`src/hw/rtl/timestamp_linear_resampler_macros.svh`:
```
// -----------------------------------------------------------------------------
// Resampler assertion macros
// Assertion helpers for the resampler top module.
// -----------------------------------------------------------------------------
`ifndef TIMESTAMP_LINEAR_RESAMPLER_MACROS_SVH
`define TIMESTAMP_LINEAR_RESAMPLER_MACROS_SVH

// Property that must hold at every clock edge outside reset.
`define TLR_ASSERT(label, prop, msg) \
  label: assert property (@(posedge clk_i) disable iff (!rst_ni) (prop)) else $error(msg);

// Property whose consequence must hold in the cycle after its antecedent.
`define TLR_ASSERT_NEXT(label, pre, post, msg) \
  label: assert property (@(posedge clk_i) disable iff (!rst_ni) (pre) |=> (post)) \
    else $error(msg);

`endif

```
`src/hw/rtl/tlr_pkg.sv`:
```
// -----------------------------------------------------------------------------
// Timestamp resampler package
// Shared widths, codes, defaults and the per-channel state record.
// -----------------------------------------------------------------------------
package tlr_pkg;

  localparam int unsigned STAMP_W   = 32;
  localparam int unsigned VAL_W     = 16;
  localparam int unsigned CHAN_W    = 4;
  localparam int unsigned GRID_W    = 12;
  localparam int unsigned NG_W      = 13;
  localparam int unsigned PER_W     = 16;
  localparam int unsigned MAXS_W    = 13;
  localparam int unsigned ST_W      = 3;
  localparam int unsigned CFG_W     = 32;
  localparam int unsigned CFG_IDX_W = 2;

  // Shared multiplier and divider operand widths.
  localparam int unsigned MUL_A_W = 33;
  localparam int unsigned MUL_B_W = 17;
  localparam int unsigned PROD_W  = 50;
  localparam int unsigned DVD_W   = 49;
  localparam int unsigned DVS_W   = 32;

  localparam int unsigned DEF_NUM_CHANNELS = 16;
  localparam int unsigned DEF_GRID_CAP     = 4096;
  localparam int unsigned DEF_MAX_RUN      = 64;

  localparam logic [PER_W-1:0]   RST_PERIOD  = 16'd1000;
  localparam logic [MAXS_W-1:0]  RST_MAXS    = 13'd4096;
  localparam logic [STAMP_W-1:0] RST_MAXDUR  = 32'hFFFF_FFFF;

  typedef enum logic [ST_W-1:0] {
    ST_OK      = 3'd0,
    ST_NONINC  = 3'd1,
    ST_OVERRUN = 3'd2,
    ST_CUT     = 3'd3,
    ST_FULL    = 3'd4
  } status_e;

  typedef enum logic [CFG_IDX_W-1:0] {
    CFG_PERIOD = 2'd0,
    CFG_MAXS   = 2'd1,
    CFG_MAXDUR = 2'd2
  } cfg_idx_e;

  typedef struct packed {
    logic [STAMP_W-1:0]      stamp;
    logic signed [VAL_W-1:0] value;
    logic [NG_W-1:0]         next_grid;
    logic [STAMP_W-1:0]      next_time;
  } chan_state_t;

endpackage

```
`src/hw/rtl/tlr_if.sv`:
```
// -----------------------------------------------------------------------------
// Resampler channel interfaces
// Valid/ready channels for input requests and resampled result words.
// -----------------------------------------------------------------------------
interface tlr_in_if;
  logic                              valid;
  logic                              ready;
  logic                              req_type;
  logic [tlr_pkg::CHAN_W-1:0]        chan;
  logic [tlr_pkg::STAMP_W-1:0]       stamp;
  logic signed [tlr_pkg::VAL_W-1:0]  sample_value;

  modport source (output valid, req_type, chan, stamp, sample_value, input ready);
  modport sink   (input valid, req_type, chan, stamp, sample_value, output ready);
endinterface

interface tlr_out_if;
  logic                              valid;
  logic                              ready;
  logic [tlr_pkg::CHAN_W-1:0]        out_chan;
  logic [tlr_pkg::GRID_W-1:0]        grid_index;
  logic signed [tlr_pkg::VAL_W-1:0]  out_value;
  logic                              last_of_run;
  logic [tlr_pkg::ST_W-1:0]          status;

  modport source (output valid, out_chan, grid_index, out_value, last_of_run, status,
                  input ready);
  modport sink   (input valid, out_chan, grid_index, out_value, last_of_run, status,
                  output ready);
endinterface

```
`src/hw/rtl/tlr_div.sv`:
```
// -----------------------------------------------------------------------------
// Iterative unsigned divider
// Restoring division, one quotient bit per cycle.
// -----------------------------------------------------------------------------
module tlr_div #(
  parameter int unsigned DVD_W = tlr_pkg::DVD_W,
  parameter int unsigned DVS_W = tlr_pkg::DVS_W
) (
  input  logic             clk_i,
  input  logic             rst_ni,
  input  logic             start_i,
  input  logic [DVD_W-1:0] dividend_i,
  input  logic [DVS_W-1:0] divisor_i,
  output logic             busy_o,
  output logic             done_o,
  output logic [DVD_W-1:0] quotient_o
);

  localparam int unsigned CNT_W = $clog2(DVD_W + 1);

  logic [DVS_W-1:0] rem_q, rem_d;
  logic [DVD_W-1:0] quo_q, quo_d;
  logic [DVS_W-1:0] dvs_q, dvs_d;
  logic [CNT_W-1:0] cnt_q, cnt_d;
  logic             busy_q, busy_d;
  logic             done_q, done_d;
  logic [DVS_W:0]   rem_sh;
  logic             fits;

  assign rem_sh = {rem_q, quo_q[DVD_W-1]};
  assign fits   = rem_sh >= {1'b0, dvs_q};

  always_comb begin
    rem_d  = rem_q;
    quo_d  = quo_q;
    dvs_d  = dvs_q;
    cnt_d  = cnt_q;
    busy_d = busy_q;
    done_d = 1'b0;
    if (start_i) begin
      rem_d  = '0;
      quo_d  = dividend_i;
      dvs_d  = divisor_i;
      cnt_d  = CNT_W'(DVD_W);
      busy_d = 1'b1;
    end else if (busy_q) begin
      rem_d = fits ? DVS_W'(rem_sh - {1'b0, dvs_q}) : DVS_W'(rem_sh);
      quo_d = {quo_q[DVD_W-2:0], fits};
      cnt_d = cnt_q - CNT_W'(1);
      if (cnt_q == CNT_W'(1)) begin
        busy_d = 1'b0;
        done_d = 1'b1;
      end
    end
  end

  always_ff @(posedge clk_i or negedge rst_ni) begin
    if (!rst_ni) begin
      cnt_q  <= '0;
      busy_q <= 1'b0;
      done_q <= 1'b0;
    end else begin
      cnt_q  <= cnt_d;
      busy_q <= busy_d;
      done_q <= done_d;
    end
  end

  always_ff @(posedge clk_i) begin
    rem_q <= rem_d;
    quo_q <= quo_d;
    dvs_q <= dvs_d;
  end

  assign busy_o     = busy_q;
  assign done_o     = done_q;
  assign quotient_o = quo_q;

endmodule

```
`src/hw/rtl/tlr_chan_store.sv`:
```
// -----------------------------------------------------------------------------
// Per-channel state store
// One entry per channel with a registered read; a valid bit per entry stands
// for the cleared state, so a start request clears all channels at once.
// -----------------------------------------------------------------------------
module tlr_chan_store #(
  parameter int unsigned NUM_CHANNELS = tlr_pkg::DEF_NUM_CHANNELS,
  parameter int unsigned IDX_W        = 4
) (
  input  logic                  clk_i,
  input  logic                  rst_ni,
  input  logic                  clear_i,
  input  logic                  rd_en_i,
  input  logic [IDX_W-1:0]      rd_idx_i,
  output tlr_pkg::chan_state_t  rd_data_o,
  output logic                  rd_valid_o,
  input  logic                  wr_en_i,
  input  logic [IDX_W-1:0]      wr_idx_i,
  input  tlr_pkg::chan_state_t  wr_data_i
);

  tlr_pkg::chan_state_t        mem_q [NUM_CHANNELS];
  logic [NUM_CHANNELS-1:0]     valid_q, valid_d;
  tlr_pkg::chan_state_t        rd_q;
  logic                        rd_valid_q, rd_valid_d;

  always_comb begin
    valid_d = valid_q;
    if (clear_i) begin
      valid_d = '0;
    end else if (wr_en_i) begin
      valid_d[wr_idx_i] = 1'b1;
    end
    rd_valid_d = rd_en_i ? valid_q[rd_idx_i] : rd_valid_q;
  end

  always_ff @(posedge clk_i or negedge rst_ni) begin
    if (!rst_ni) begin
      valid_q    <= '0;
      rd_valid_q <= 1'b0;
    end else begin
      valid_q    <= valid_d;
      rd_valid_q <= rd_valid_d;
    end
  end

  always_ff @(posedge clk_i) begin
    if (wr_en_i) begin
      mem_q[wr_idx_i] <= wr_data_i;
    end
    if (rd_en_i) begin
      rd_q <= mem_q[rd_idx_i];
    end
  end

  // An entry that was never written since the last clear reads as zero.
  assign rd_data_o  = rd_valid_q ? rd_q : '0;
  assign rd_valid_o = rd_valid_q;

endmodule

```
`src/hw/rtl/timestamp_linear_resampler.sv`:
```
// -----------------------------------------------------------------------------
// Timestamp linear resampler
// Resamples channel-tagged, irregularly stamped ADC words onto a fixed grid.
//
//   Channel | Dir | Payload
//   in_i    | in  | req_type, chan, stamp, sample_value
//   out_o   | out | out_chan, grid_index, out_value, last_of_run, status
//   cfg     | in  | cfg_we_i, cfg_idx_i, cfg_data_i (write only)
//
// A polled word keeps the block busy from its accept through load, check and a
// loop that emits one grid point at a time; a first-value point needs no divide,
// and each interpolated point waits on the 49-step shared divider. A run cut adds
// a divide and a multiply that skip ahead, and a flag-only word adds a flag state.
// A start request or a word for an absent channel leaves the block idle.
// Reset is asynchronous and clears all channels; in_i.ready is low while a
// word is in work, and a stalled out_o holds the sequencer before each result.
// -----------------------------------------------------------------------------
`include "timestamp_linear_resampler_macros.svh"

module timestamp_linear_resampler #(
  parameter int unsigned NUM_CHANNELS = tlr_pkg::DEF_NUM_CHANNELS,
  parameter int unsigned GRID_CAP     = tlr_pkg::DEF_GRID_CAP,
  parameter int unsigned MAX_RUN      = tlr_pkg::DEF_MAX_RUN
) (
  input  logic                             clk_i,
  input  logic                             rst_ni,
  tlr_in_if.sink                           in_i,
  tlr_out_if.source                        out_o,
  input  logic                             cfg_we_i,
  input  logic [tlr_pkg::CFG_IDX_W-1:0]    cfg_idx_i,
  input  logic [tlr_pkg::CFG_W-1:0]        cfg_data_i
);

  localparam int unsigned IDX_W = (NUM_CHANNELS > 1) ? $clog2(NUM_CHANNELS) : 1;
  localparam int unsigned N_W   = $clog2(MAX_RUN + 1);
  localparam logic [31:0] MAXS_L = 32'(GRID_CAP);
  localparam int unsigned SW = tlr_pkg::STAMP_W;
  localparam int unsigned VW = tlr_pkg::VAL_W;
  localparam int unsigned GW = tlr_pkg::NG_W;

  typedef enum logic [13:0] {
    S_IDLE   = 14'b00000000000001,
    S_LOAD   = 14'b00000000000010,
    S_CHECK  = 14'b00000000000100,
    S_LOOP   = 14'b00000000001000,
    S_MUL    = 14'b00000000010000,
    S_DIVGO  = 14'b00000000100000,
    S_DIVW   = 14'b00000001000000,
    S_EMIT   = 14'b00000010000000,
    S_FIN    = 14'b00000100000000,
    S_CUTGO  = 14'b00001000000000,
    S_CUTW   = 14'b00010000000000,
    S_CUTMUL = 14'b00100000000000,
    S_WB     = 14'b01000000000000,
    S_FLAG   = 14'b10000000000000
  } state_e;

  state_e state_q, state_d;

  // Configuration registers.
  logic [tlr_pkg::PER_W-1:0]  period_q;
  logic [tlr_pkg::MAXS_W-1:0] maxs_q;
  logic [SW-1:0]              maxdur_q;

  always_ff @(posedge clk_i or negedge rst_ni) begin
    if (!rst_ni) begin
      period_q <= tlr_pkg::RST_PERIOD;
      maxs_q   <= tlr_pkg::RST_MAXS;
      maxdur_q <= tlr_pkg::RST_MAXDUR;
    end else if (cfg_we_i) begin
      case (cfg_idx_i)
        tlr_pkg::CFG_PERIOD: period_q <= cfg_data_i[tlr_pkg::PER_W-1:0];
        tlr_pkg::CFG_MAXS:   maxs_q   <= cfg_data_i[tlr_pkg::MAXS_W-1:0];
        tlr_pkg::CFG_MAXDUR: maxdur_q <= cfg_data_i[SW-1:0];
        default: ;
      endcase
    end
  end

  logic [tlr_pkg::PER_W-1:0] period;
  logic [GW-1:0]             limit;

  assign period = (period_q == '0) ? tlr_pkg::PER_W'(1) : period_q;
  assign limit  = ({19'b0, maxs_q} < MAXS_L) ? maxs_q : MAXS_L[GW-1:0];

  // Working registers of the word in progress.
  logic [tlr_pkg::CHAN_W-1:0] chan_q, chan_d;
  logic [SW-1:0]              stamp_q, stamp_d;
  logic signed [VW-1:0]       val_q, val_d;
  logic [SW-1:0]              pstamp_q, pstamp_d;
  logic signed [VW-1:0]       pval_q, pval_d;
  logic                       hp_q, hp_d;
  logic [GW-1:0]              ng_q, ng_d;
  logic [SW-1:0]              ngt_q, ngt_d;
  logic [N_W-1:0]             n_q, n_d;
  tlr_pkg::status_e           st_q, st_d;
  logic signed [VW-1:0]       v_q, v_d;
  logic signed [tlr_pkg::PROD_W-1:0] prod_q, prod_d;
  logic                       neg_q, neg_d;

  // Output register.
  logic                       out_valid_q, out_valid_d;
  logic [tlr_pkg::CHAN_W-1:0] out_chan_q, out_chan_d;
  logic [tlr_pkg::GRID_W-1:0] out_grid_q, out_grid_d;
  logic signed [VW-1:0]       out_value_q, out_value_d;
  logic                       out_last_q, out_last_d;
  tlr_pkg::status_e           out_st_q, out_st_d;

  // Channel store.
  logic                 accept, st_clear, st_rd_en, st_wr_en, rd_valid;
  logic [IDX_W-1:0]     rd_idx, wr_idx;
  tlr_pkg::chan_state_t rd_data, wr_data;

  assign accept = in_i.valid && in_i.ready;
  assign rd_idx = IDX_W'(in_i.chan);
  assign wr_idx = IDX_W'(chan_q);
  assign wr_data = '{stamp: stamp_q, value: val_q, next_grid: ng_q, next_time: ngt_q};

  tlr_chan_store #(
    .NUM_CHANNELS(NUM_CHANNELS),
    .IDX_W       (IDX_W)
  ) u_store (
    .clk_i     (clk_i),
    .rst_ni    (rst_ni),
    .clear_i   (st_clear),
    .rd_en_i   (st_rd_en),
    .rd_idx_i  (rd_idx),
    .rd_data_o (rd_data),
    .rd_valid_o(rd_valid),
    .wr_en_i   (st_wr_en),
    .wr_idx_i  (wr_idx),
    .wr_data_i (wr_data)
  );

  // Shared divider.
  logic                      div_start, div_busy, div_done;
  logic [tlr_pkg::DVD_W-1:0] div_dvd, div_q;
  logic [tlr_pkg::DVS_W-1:0] div_dvs;

  tlr_div #(
    .DVD_W(tlr_pkg::DVD_W),
    .DVS_W(tlr_pkg::DVS_W)
  ) u_div (
    .clk_i     (clk_i),
    .rst_ni    (rst_ni),
    .start_i   (div_start),
    .dividend_i(div_dvd),
    .divisor_i (div_dvs),
    .busy_o    (div_busy),
    .done_o    (div_done),
    .quotient_o(div_q)
  );

  // Shared multiplier: interpolation product or grid index times period.
  logic signed [tlr_pkg::MUL_A_W-1:0] mul_a, off;
  logic signed [tlr_pkg::MUL_B_W-1:0] mul_b, diff;
  logic signed [tlr_pkg::PROD_W-1:0]  mul_p, prod_mag;

  assign off  = $signed({1'b0, ngt_q}) - $signed({1'b0, pstamp_q});
  assign diff = $signed({val_q[VW-1], val_q}) - $signed({pval_q[VW-1], pval_q});
  assign mul_a = (state_q == S_CUTMUL) ? $signed({20'b0, ng_q}) : off;
  assign mul_b = (state_q == S_CUTMUL) ? $signed({1'b0, period}) : diff;
  assign mul_p = mul_a * mul_b;
  assign prod_mag = prod_q[tlr_pkg::PROD_W-1] ? -prod_q : prod_q;

  // Look-ahead of the loop after the point now being emitted.
  logic [GW-1:0]  ng1;
  logic [SW-1:0]  ngt1;
  logic [N_W-1:0] n1;
  logic           more, due_now, more_after;
  logic [VW-1:0]  q16;
  logic [33:0]    cut_sum;

  assign ng1  = ng_q + GW'(1);
  assign ngt1 = ngt_q + SW'(period);
  assign n1   = n_q + N_W'(1);
  assign due_now    = ngt_q <= stamp_q;
  assign more       = (n_q < N_W'(MAX_RUN)) && (ng_q < limit) && due_now;
  assign more_after = (n1 < N_W'(MAX_RUN)) && (ng1 < limit) && (ngt1 <= stamp_q);
  assign q16        = neg_q ? -div_q[VW-1:0] : div_q[VW-1:0];
  assign cut_sum    = 34'(ng_q) + 34'(div_q[32:0]) + 34'd1;

  logic out_free;
  assign out_free = !out_valid_q || out_o.ready;

  always_comb begin
    state_d = state_q;
    chan_d = chan_q;   stamp_d = stamp_q;   val_d = val_q;
    pstamp_d = pstamp_q; pval_d = pval_q;   hp_d = hp_q;
    ng_d = ng_q;       ngt_d = ngt_q;       n_d = n_q;
    st_d = st_q;       v_d = v_q;           prod_d = prod_q;  neg_d = neg_q;
    out_valid_d = out_valid_q && !out_o.ready;
    out_chan_d = out_chan_q;   out_grid_d = out_grid_q;
    out_value_d = out_value_q; out_last_d = out_last_q; out_st_d = out_st_q;
    st_clear = 1'b0; st_rd_en = 1'b0; st_wr_en = 1'b0;
    div_start = 1'b0;
    div_dvd = tlr_pkg::DVD_W'(prod_mag);
    div_dvs = stamp_q - pstamp_q;

    case (state_q)
      S_IDLE: begin
        if (accept) begin
          if (in_i.req_type) begin
            st_clear = 1'b1;
          end else if (7'(in_i.chan) < 7'(NUM_CHANNELS)) begin
            st_rd_en = 1'b1;
            chan_d   = in_i.chan;
            stamp_d  = in_i.stamp;
            val_d    = in_i.sample_value;
            state_d  = S_LOAD;
          end
        end
      end
      S_LOAD: begin
        pstamp_d = rd_data.stamp;
        pval_d   = rd_data.value;
        ng_d     = rd_data.next_grid;
        ngt_d    = rd_data.next_time;
        hp_d     = rd_valid;
        n_d      = '0;
        state_d  = S_CHECK;
      end
      S_CHECK: begin
        if (stamp_q > maxdur_q) begin
          st_d    = tlr_pkg::ST_OVERRUN;
          state_d = S_FLAG;
        end else if (hp_q && (stamp_q <= pstamp_q)) begin
          st_d    = tlr_pkg::ST_NONINC;
          state_d = S_FLAG;
        end else begin
          state_d = S_LOOP;
        end
      end
      S_LOOP: begin
        if (!more) begin
          state_d = S_FIN;
        end else if (hp_q) begin
          state_d = S_MUL;
        end else begin
          v_d     = val_q;
          state_d = S_EMIT;
        end
      end
      S_MUL: begin
        prod_d  = mul_p;
        state_d = S_DIVGO;
      end
      S_DIVGO: begin
        div_start = 1'b1;
        neg_d     = prod_q[tlr_pkg::PROD_W-1];
        state_d   = S_DIVW;
      end
      S_DIVW: begin
        if (div_done) begin
          v_d     = pval_q + $signed(q16);
          state_d = S_EMIT;
        end
      end
      S_EMIT: begin
        if (out_free) begin
          out_valid_d = 1'b1;
          out_chan_d  = chan_q;
          out_grid_d  = ng_q[tlr_pkg::GRID_W-1:0];
          out_value_d = v_q;
          out_last_d  = !more_after;
          out_st_d    = tlr_pkg::ST_OK;
          if (!more_after && (ngt1 <= stamp_q)) begin
            out_st_d = (ng1 < limit) ? tlr_pkg::ST_CUT : tlr_pkg::ST_FULL;
          end
          ng_d    = ng1;
          ngt_d   = ngt1;
          n_d     = n1;
          state_d = S_LOOP;
        end
      end
      S_FIN: begin
        if (due_now && (ng_q < limit)) begin
          st_d    = tlr_pkg::ST_CUT;
          state_d = S_CUTGO;
        end else if (due_now) begin
          st_d    = tlr_pkg::ST_FULL;
          state_d = S_WB;
        end else begin
          st_d    = tlr_pkg::ST_OK;
          state_d = S_WB;
        end
      end
      S_CUTGO: begin
        div_start = 1'b1;
        div_dvd   = tlr_pkg::DVD_W'(stamp_q - ngt_q);
        div_dvs   = tlr_pkg::DVS_W'(period);
        state_d   = S_CUTW;
      end
      S_CUTW: begin
        if (div_done) begin
          ng_d    = (cut_sum > 34'(limit)) ? limit : cut_sum[GW-1:0];
          state_d = S_CUTMUL;
        end
      end
      S_CUTMUL: begin
        ngt_d   = mul_p[SW-1:0];
        state_d = S_WB;
      end
      S_WB: begin
        st_wr_en = 1'b1;
        state_d  = ((n_q == '0) && (st_q != tlr_pkg::ST_OK)) ? S_FLAG : S_IDLE;
      end
      S_FLAG: begin
        if (out_free) begin
          out_valid_d = 1'b1;
          out_chan_d  = chan_q;
          out_grid_d  = ng_q[tlr_pkg::GRID_W-1:0];
          out_value_d = '0;
          out_last_d  = 1'b1;
          out_st_d    = st_q;
          state_d     = S_IDLE;
        end
      end
      default: state_d = S_IDLE;
    endcase
  end

  always_ff @(posedge clk_i or negedge rst_ni) begin
    if (!rst_ni) begin
      state_q     <= S_IDLE;
      out_valid_q <= 1'b0;
      n_q         <= '0;
    end else begin
      state_q     <= state_d;
      out_valid_q <= out_valid_d;
      n_q         <= n_d;
    end
  end

  always_ff @(posedge clk_i) begin
    chan_q <= chan_d;     stamp_q <= stamp_d;   val_q <= val_d;
    pstamp_q <= pstamp_d; pval_q <= pval_d;     hp_q <= hp_d;
    ng_q <= ng_d;         ngt_q <= ngt_d;       st_q <= st_d;
    v_q <= v_d;           prod_q <= prod_d;     neg_q <= neg_d;
    out_chan_q <= out_chan_d;   out_grid_q <= out_grid_d;
    out_value_q <= out_value_d; out_last_q <= out_last_d; out_st_q <= out_st_d;
  end

  assign in_i.ready        = (state_q == S_IDLE);
  assign out_o.valid       = out_valid_q;
  assign out_o.out_chan    = out_chan_q;
  assign out_o.grid_index  = out_grid_q;
  assign out_o.out_value   = out_value_q;
  assign out_o.last_of_run = out_last_q;
  assign out_o.status      = out_st_q;

  logic div_waiting, out_flagged;
  assign div_waiting = (state_q == S_DIVW) || (state_q == S_CUTW);
  assign out_flagged = out_valid_q && (out_st_q != tlr_pkg::ST_OK);

  `TLR_ASSERT(a_div_in_wait, !div_busy || div_waiting, "divider busy outside a wait state")
  `TLR_ASSERT(a_run_bound, n_q <= N_W'(MAX_RUN), "run counter beyond its bound")
  `TLR_ASSERT(a_flag_is_last, !out_flagged || out_last_q, "flag on a word that is not last")
  `TLR_ASSERT_NEXT(a_ready_no_div, in_i.ready && !accept, !div_busy, "divider running while idle")

endmodule

```
`src/flat_wrapper.sv`:
```
// flat-port wrapper written by rule: the top's interface ports become plain ports
module timestamp_linear_resampler_flat 
#(
  parameter int unsigned NUM_CHANNELS = tlr_pkg::DEF_NUM_CHANNELS,
  parameter int unsigned GRID_CAP     = tlr_pkg::DEF_GRID_CAP,
  parameter int unsigned MAX_RUN      = tlr_pkg::DEF_MAX_RUN
)
  (clk_i, rst_ni, cfg_we_i, cfg_idx_i, cfg_data_i, in_i_valid, in_i_req_type, in_i_chan, in_i_stamp, in_i_sample_value, in_i_ready, out_o_valid, out_o_out_chan, out_o_grid_index, out_o_out_value, out_o_last_of_run, out_o_status, out_o_ready);
  tlr_in_if in_i_i ();
  tlr_out_if out_o_i ();
  input  logic clk_i;
  input  logic rst_ni;
  input  logic cfg_we_i;
  input  logic [tlr_pkg::CFG_IDX_W-1:0] cfg_idx_i;
  input  logic [tlr_pkg::CFG_W-1:0] cfg_data_i;
  input wire logic [$bits(in_i_i.valid)-1:0] in_i_valid;
  input wire logic [$bits(in_i_i.req_type)-1:0] in_i_req_type;
  input wire logic [$bits(in_i_i.chan)-1:0] in_i_chan;
  input wire logic [$bits(in_i_i.stamp)-1:0] in_i_stamp;
  input wire logic [$bits(in_i_i.sample_value)-1:0] in_i_sample_value;
  output wire logic [$bits(in_i_i.ready)-1:0] in_i_ready;
  output wire logic [$bits(out_o_i.valid)-1:0] out_o_valid;
  output wire logic [$bits(out_o_i.out_chan)-1:0] out_o_out_chan;
  output wire logic [$bits(out_o_i.grid_index)-1:0] out_o_grid_index;
  output wire logic [$bits(out_o_i.out_value)-1:0] out_o_out_value;
  output wire logic [$bits(out_o_i.last_of_run)-1:0] out_o_last_of_run;
  output wire logic [$bits(out_o_i.status)-1:0] out_o_status;
  input wire logic [$bits(out_o_i.ready)-1:0] out_o_ready;
  assign in_i_i.valid = in_i_valid;
  assign in_i_i.req_type = in_i_req_type;
  assign in_i_i.chan = in_i_chan;
  assign in_i_i.stamp = in_i_stamp;
  assign in_i_i.sample_value = in_i_sample_value;
  assign in_i_ready = in_i_i.ready;
  assign out_o_valid = out_o_i.valid;
  assign out_o_out_chan = out_o_i.out_chan;
  assign out_o_grid_index = out_o_i.grid_index;
  assign out_o_out_value = out_o_i.out_value;
  assign out_o_last_of_run = out_o_i.last_of_run;
  assign out_o_status = out_o_i.status;
  assign out_o_i.ready = out_o_ready;
  timestamp_linear_resampler #(.NUM_CHANNELS(NUM_CHANNELS), .GRID_CAP(GRID_CAP), .MAX_RUN(MAX_RUN)) u_core (.clk_i(clk_i), .rst_ni(rst_ni), .in_i(in_i_i), .out_o(out_o_i), .cfg_we_i(cfg_we_i), .cfg_idx_i(cfg_idx_i), .cfg_data_i(cfg_data_i));
endmodule
```
`config.mk`:
```
export PLATFORM = sky130hd
export DESIGN_NAME = timestamp_linear_resampler_flat
export DESIGN_NICKNAME = d
export VERILOG_FILES = /design/src/hw/rtl/tlr_pkg.sv /design/src/hw/rtl/tlr_if.sv /design/src/hw/rtl/tlr_div.sv /design/src/hw/rtl/tlr_chan_store.sv /design/src/hw/rtl/timestamp_linear_resampler.sv /design/src/flat_wrapper.sv
export VERILOG_INCLUDE_DIRS = /design/src /design/src/hw/rtl
export SDC_FILE = /design/constraint.sdc
export NUM_CORES = 2
export LEC_CHECK = 0
export ABC_AREA = 1
export BUFFER_PORTS_ARGS = -buffer_cell sky130_fd_sc_hd__buf_2
export CAP_MARGIN = 5
export CORE_UTILIZATION = 33
export DETAILED_ROUTE_END_ITERATION = 8
export SETUP_SLACK_MARGIN = 0.15
export SLEW_MARGIN = 20
export SYNTH_ARGS = -nofsm -noshare
export SYNTH_HDL_FRONTEND = slang
export SYNTH_SLANG_ARGS = --single-unit
```
`constraint.sdc`:
```
create_clock -name clk_i -period 14.7 [get_ports clk_i]
set_input_delay 0.735 -clock clk_i [delete_from_list [all_inputs] [get_ports clk_i]]
set_output_delay 0.735 -clock clk_i [all_outputs]
set_load 0.02 [all_outputs]
```
==> results.txt <==
Once detailed placement completed, the half-perimeter wirelength came to 260 mm. The run gives 4.81 ns as the slack of the worst reg-to-reg path. By startpoint and endpoint, the worst setup path is classified as reg -> reg. The worst setup path is launched from a register.

Maximum buffer depth of the clock tree: 4. Using the TritonRoute via totals, the vias-per-cell ratio works out to 5.12. In this run, synthesis produced a sequential element count of 2054. The async set-or-reset flop fraction in the synthesized netlist was 0.0526; the effective utilization at floorplan was 0.332. The all-layer global routing usage was 0.209; the number of buffers created by CTS was 218. The peak per-stage delay on the critical path is 0.76 ns.

The run gives 16 as the number of antenna violations at the first check in global routing. Of all nets on the critical path, the largest fanout is 31. The count of filler cells inserted in the layout was 34.9k; the layout overhead on the synthesized area was 11.8%.

The mux share of post-synthesis cell area is 0.0323, and the post-synthesis xor/xnor area fraction is 0.0151. Simple-gate share of the synthesized area: 0.113. Buffers placed on the I/O ports in this run total 129. The placer's final routability congestion estimate is 1.00, and the number of iterations in the first detailed-routing pass is 8.

Buffers inserted to repair hold after CTS numbered 25. The number of maximum-capacitance constraint violations is 0. The cell repeated most along the worst path was sky130_fd_sc_hd__inv_1. In the layout the commonest cells are sky130_fd_sc_hd__edfxtp_1, sky130_fd_sc_hd__inv_1, sky130_fd_sc_hd__nand2_1.

The average instance area after synthesis works out to 10.4 um^2. In this design, the largest share of critical-path delay is due to adder cells. The tools report the setup clock skew after layout as 0.108 ns.

The net count of the finished layout is 12.4k. Setup repair after global routing left no endpoint under its margin. The first global-routing pass estimated 552 mm of wire. The first routing iteration left 8048 violations. The fraction of layout instances using a drive strength above 1 is 0.0735, and the row count is 218. The count of flip-flops with a built-in enable after synthesis was 1914.

The number of gates resized after CTS was 0. The commonest non-fill, non-tap cell in the layout is sky130_fd_sc_hd__edfxtp_1. The run gives 0.91 ns as the clock insertion delay at the later pin of the skew report.

In the routed design, unresolved DRC markers number 0. The count of boundary I/O pins was 130; the clock transition at the registers of the reported paths was 0.06 ns. The largest family of logic cells by synthesized area was adder cells.

Detailed routing inserted a total of 83.1k vias. The worst setup path is captured at a register. The run gives 0 as the aggregate global routing overflow. The cell area after synthesis is 117000 um^2. Counting distinct cell types in the post-synthesis netlist gives 66. The clock root buffer was sky130_fd_sc_hd__clkbuf_16.

For the finished layout, the period the worst path requires is 9.89 ns. The final count of hold timing violations was 0. The max-slew violation count was 0; the total nets after synthesis was 12.3k.

Share of the synthesized area in compound gates (AO/OA/AOI/OAI): 0.106. The tools report the via count of the first global-routing pass as 80.8k. The slew at the pin with the worst max-slew slack is 1.11 ns. The worst hold path belongs to the class in -> reg. The die covers 357000 um^2. After detailed routing, the average wire length per cell comes to 23.3 um. Among all flip-flop cells after synthesis, the most frequent one is sky130_fd_sc_hd__edfxtp_1.

The tools report the count of endpoints failing setup in the final report as 0. Synthesis produced a netlist whose cell count is 11.2k. Entering global routing, the biggest net connects 179 pins. Fraction of the yosys area taken by sequential cells: 0.521.

STA puts the critical path data arrival time at 10.48 ns. The floorplan step defined a core boundary enclosing 352000 um^2. The adder-cell share of the synthesized area came out at 0.137. The clock net sink count came out at 2054. The sum of negative setup slack came out at 0 ns. Counting both buffers and inverters, the worst setup path holds a total of 9. For the worst setup path, the data required time is 15.28 ns. The total wirelength of the detailed-routed design is 378 mm, and the total number of yosys warnings is 0. The part of the cycle the worst path needs came out at 0.673. The run finished with clean final reports. TritonCTS built the clock tree.

The slowest stage of the critical path belongs to the cell sky130_fd_sc_hd__edfxtp_1. The top achievable clock speed was 0.101 GHz; the number of routed nets with antenna violations was 0. The width of the die is 597 um. The floorplan step set the die height to 597 um. CTS built an H-tree with a depth of 4. The run gives 0.256 as the headroom to the max-slew limit. Post-CTS timing repair inserted 0 buffers for setup.
cell usage after synthesis (all sizes together) (9+ instances only):
| master | n | area, um^2 |
|---|---|---|
| nand3 | 437 | 2230 |
| clkbuf | 297 | 1110 |
| and2 | 9 | 58.8 |
| xnor2 | 52 | 455 |
| a21o | 30 | 225 |
| o21bai | 23 | 176 |
| o21ai | 800 | 4030 |
| a31oi | 31 | 200 |
| nand2 | 1646 | 6210 |
| a221oi | 11 | 96.3 |
| dfxtp | 32 | 641 |
| inv | 1839 | 6900 |
| buf | 153 | 756 |
| xor2 | 150 | 1310 |
| ha | 412 | 5150 |
| mux2i | 377 | 3770 |
| nor4 | 39 | 265 |
| nor3 | 80 | 415 |
| nor2 | 807 | 3100 |
| a21oi | 798 | 4020 |
| dfrtp | 68 | 1700 |
| nand4 | 74 | 463 |
| edfxtp | 1914 | 57500 |
| nand3b | 17 | 128 |
| dfstp | 40 | 1050 |
| o21a | 21 | 158 |
| a211oi | 11 | 82.6 |
| fa | 545 | 10900 |
| o221ai | 9 | 78.8 |
| or2 | 47 | 294 |
| o211ai | 400 | 3000 |
metrics by stage:
stage	std cells	setup WS, ns	hold WS [ns]	area [um^2]	util
2_1_floorplan	11200	2.32	0.423	117000	-
3_3_place_gp	15800	4.89	0.460	123000	0.350
3_5_place_dp	15800	5.06	0.463	123000	0.350
4_1_cts	16200	4.92	0.00222	131000	0.371
5_1_grt	16200	4.28	0.0255	131000	0.371
6_report	16200	4.81	0.0609	131000	0.371
metal layers:
layer  track usage  up-vias  part of all wire
li1              -    38200                 -
met1         0.283    41200              0.43
met2         0.343     3100              0.46
met3        0.0249      579             0.064
met4        0.0784        8             0.043
met5             0        -           0.00015
worst register-to-register path: cells and delay by family, from the launching register on:
kind                     cells  cell delay [ns]
AND/OR/NAND/NOR              9             1.54
buffers and inverters        9             1.10
adder cells (fa/ha/maj)      8             3.82
flip-flops                   1             0.76
AO/OA/AOI/OAI                7             2.34
registers in the layout (all words and copies together) (netlist names), 6 cells and up:
signal and flops:
u_core.u_store.valid_q 16, u_core.v_q 16, u_core.n_q 7, u_core.u_store.mem_q 1488, u_core.out_o.out_value 16, u_core.maxs_q 13, u_core.u_div.rem_q 32, u_core.u_div.quotient_o 49
u_core.val_q 16, u_core.state_q 14, u_core.u_div.dvs_q 32, u_core.pval_q 16, u_core.maxdur_q 32, u_core.ng_q 13, u_core.u_store.rd_q 93, u_core.u_div.cnt_q 6
u_core.stamp_q 32, u_core.out_o.grid_index 12, u_core.ngt_q 32, u_core.prod_q 50, u_core.pstamp_q 32, u_core.period_q 16
cells by family (layout without fill, tap and decap cells):
family                   count (synthesis)  count (layout)
adder cells (fa/ha/maj)                957             957
multiplexers                           377             377
buffers and inverters                 2294            2578
AO/OA/AOI/OAI                         2177            2177
flip-flops                            2054            2054
XOR/XNOR                               202             202
other                                    0               3
AND/OR/NAND/NOR                       3160            3160
final timing paths:
check / to / cells after the start / from
hold reg to reg: u_core.ngt_q[15] / 2 / u_core.u_store.rd_q[15]
min in group asynchronous: u_core.u_div.busy_o / 2 / rst_ni
max in group asynchronous: u_core.u_store.rd_valid_o / 3 / rst_ni
hold / removal: u_core.val_q[7] / 1 / in_i_sample_value[7]
setup reg to reg: u_core.ngt_q[24] / 33 / u_core.val_q[1]
setup / recovery: u_core.ngt_q[24] / 33 / u_core.val_q[1]
layout make-up:
type	instances	area [um^2]	area share
clock buffers	270	5770	0.0442
well taps	4730	5920	0.0453
repair buffers	345	2480	0.0190
multi-input cells	6873	47400	0.363
inverters	1844	6940	0.0531
diodes	3	7.51	0.0000574
flip-flops and latches	2054	60900	0.466
clock inverters	119	1310	0.0100
Power is left out: the tool's default activity adds up to more than one toggle a clock period on the data nets, which glitch-free logic cannot reach.
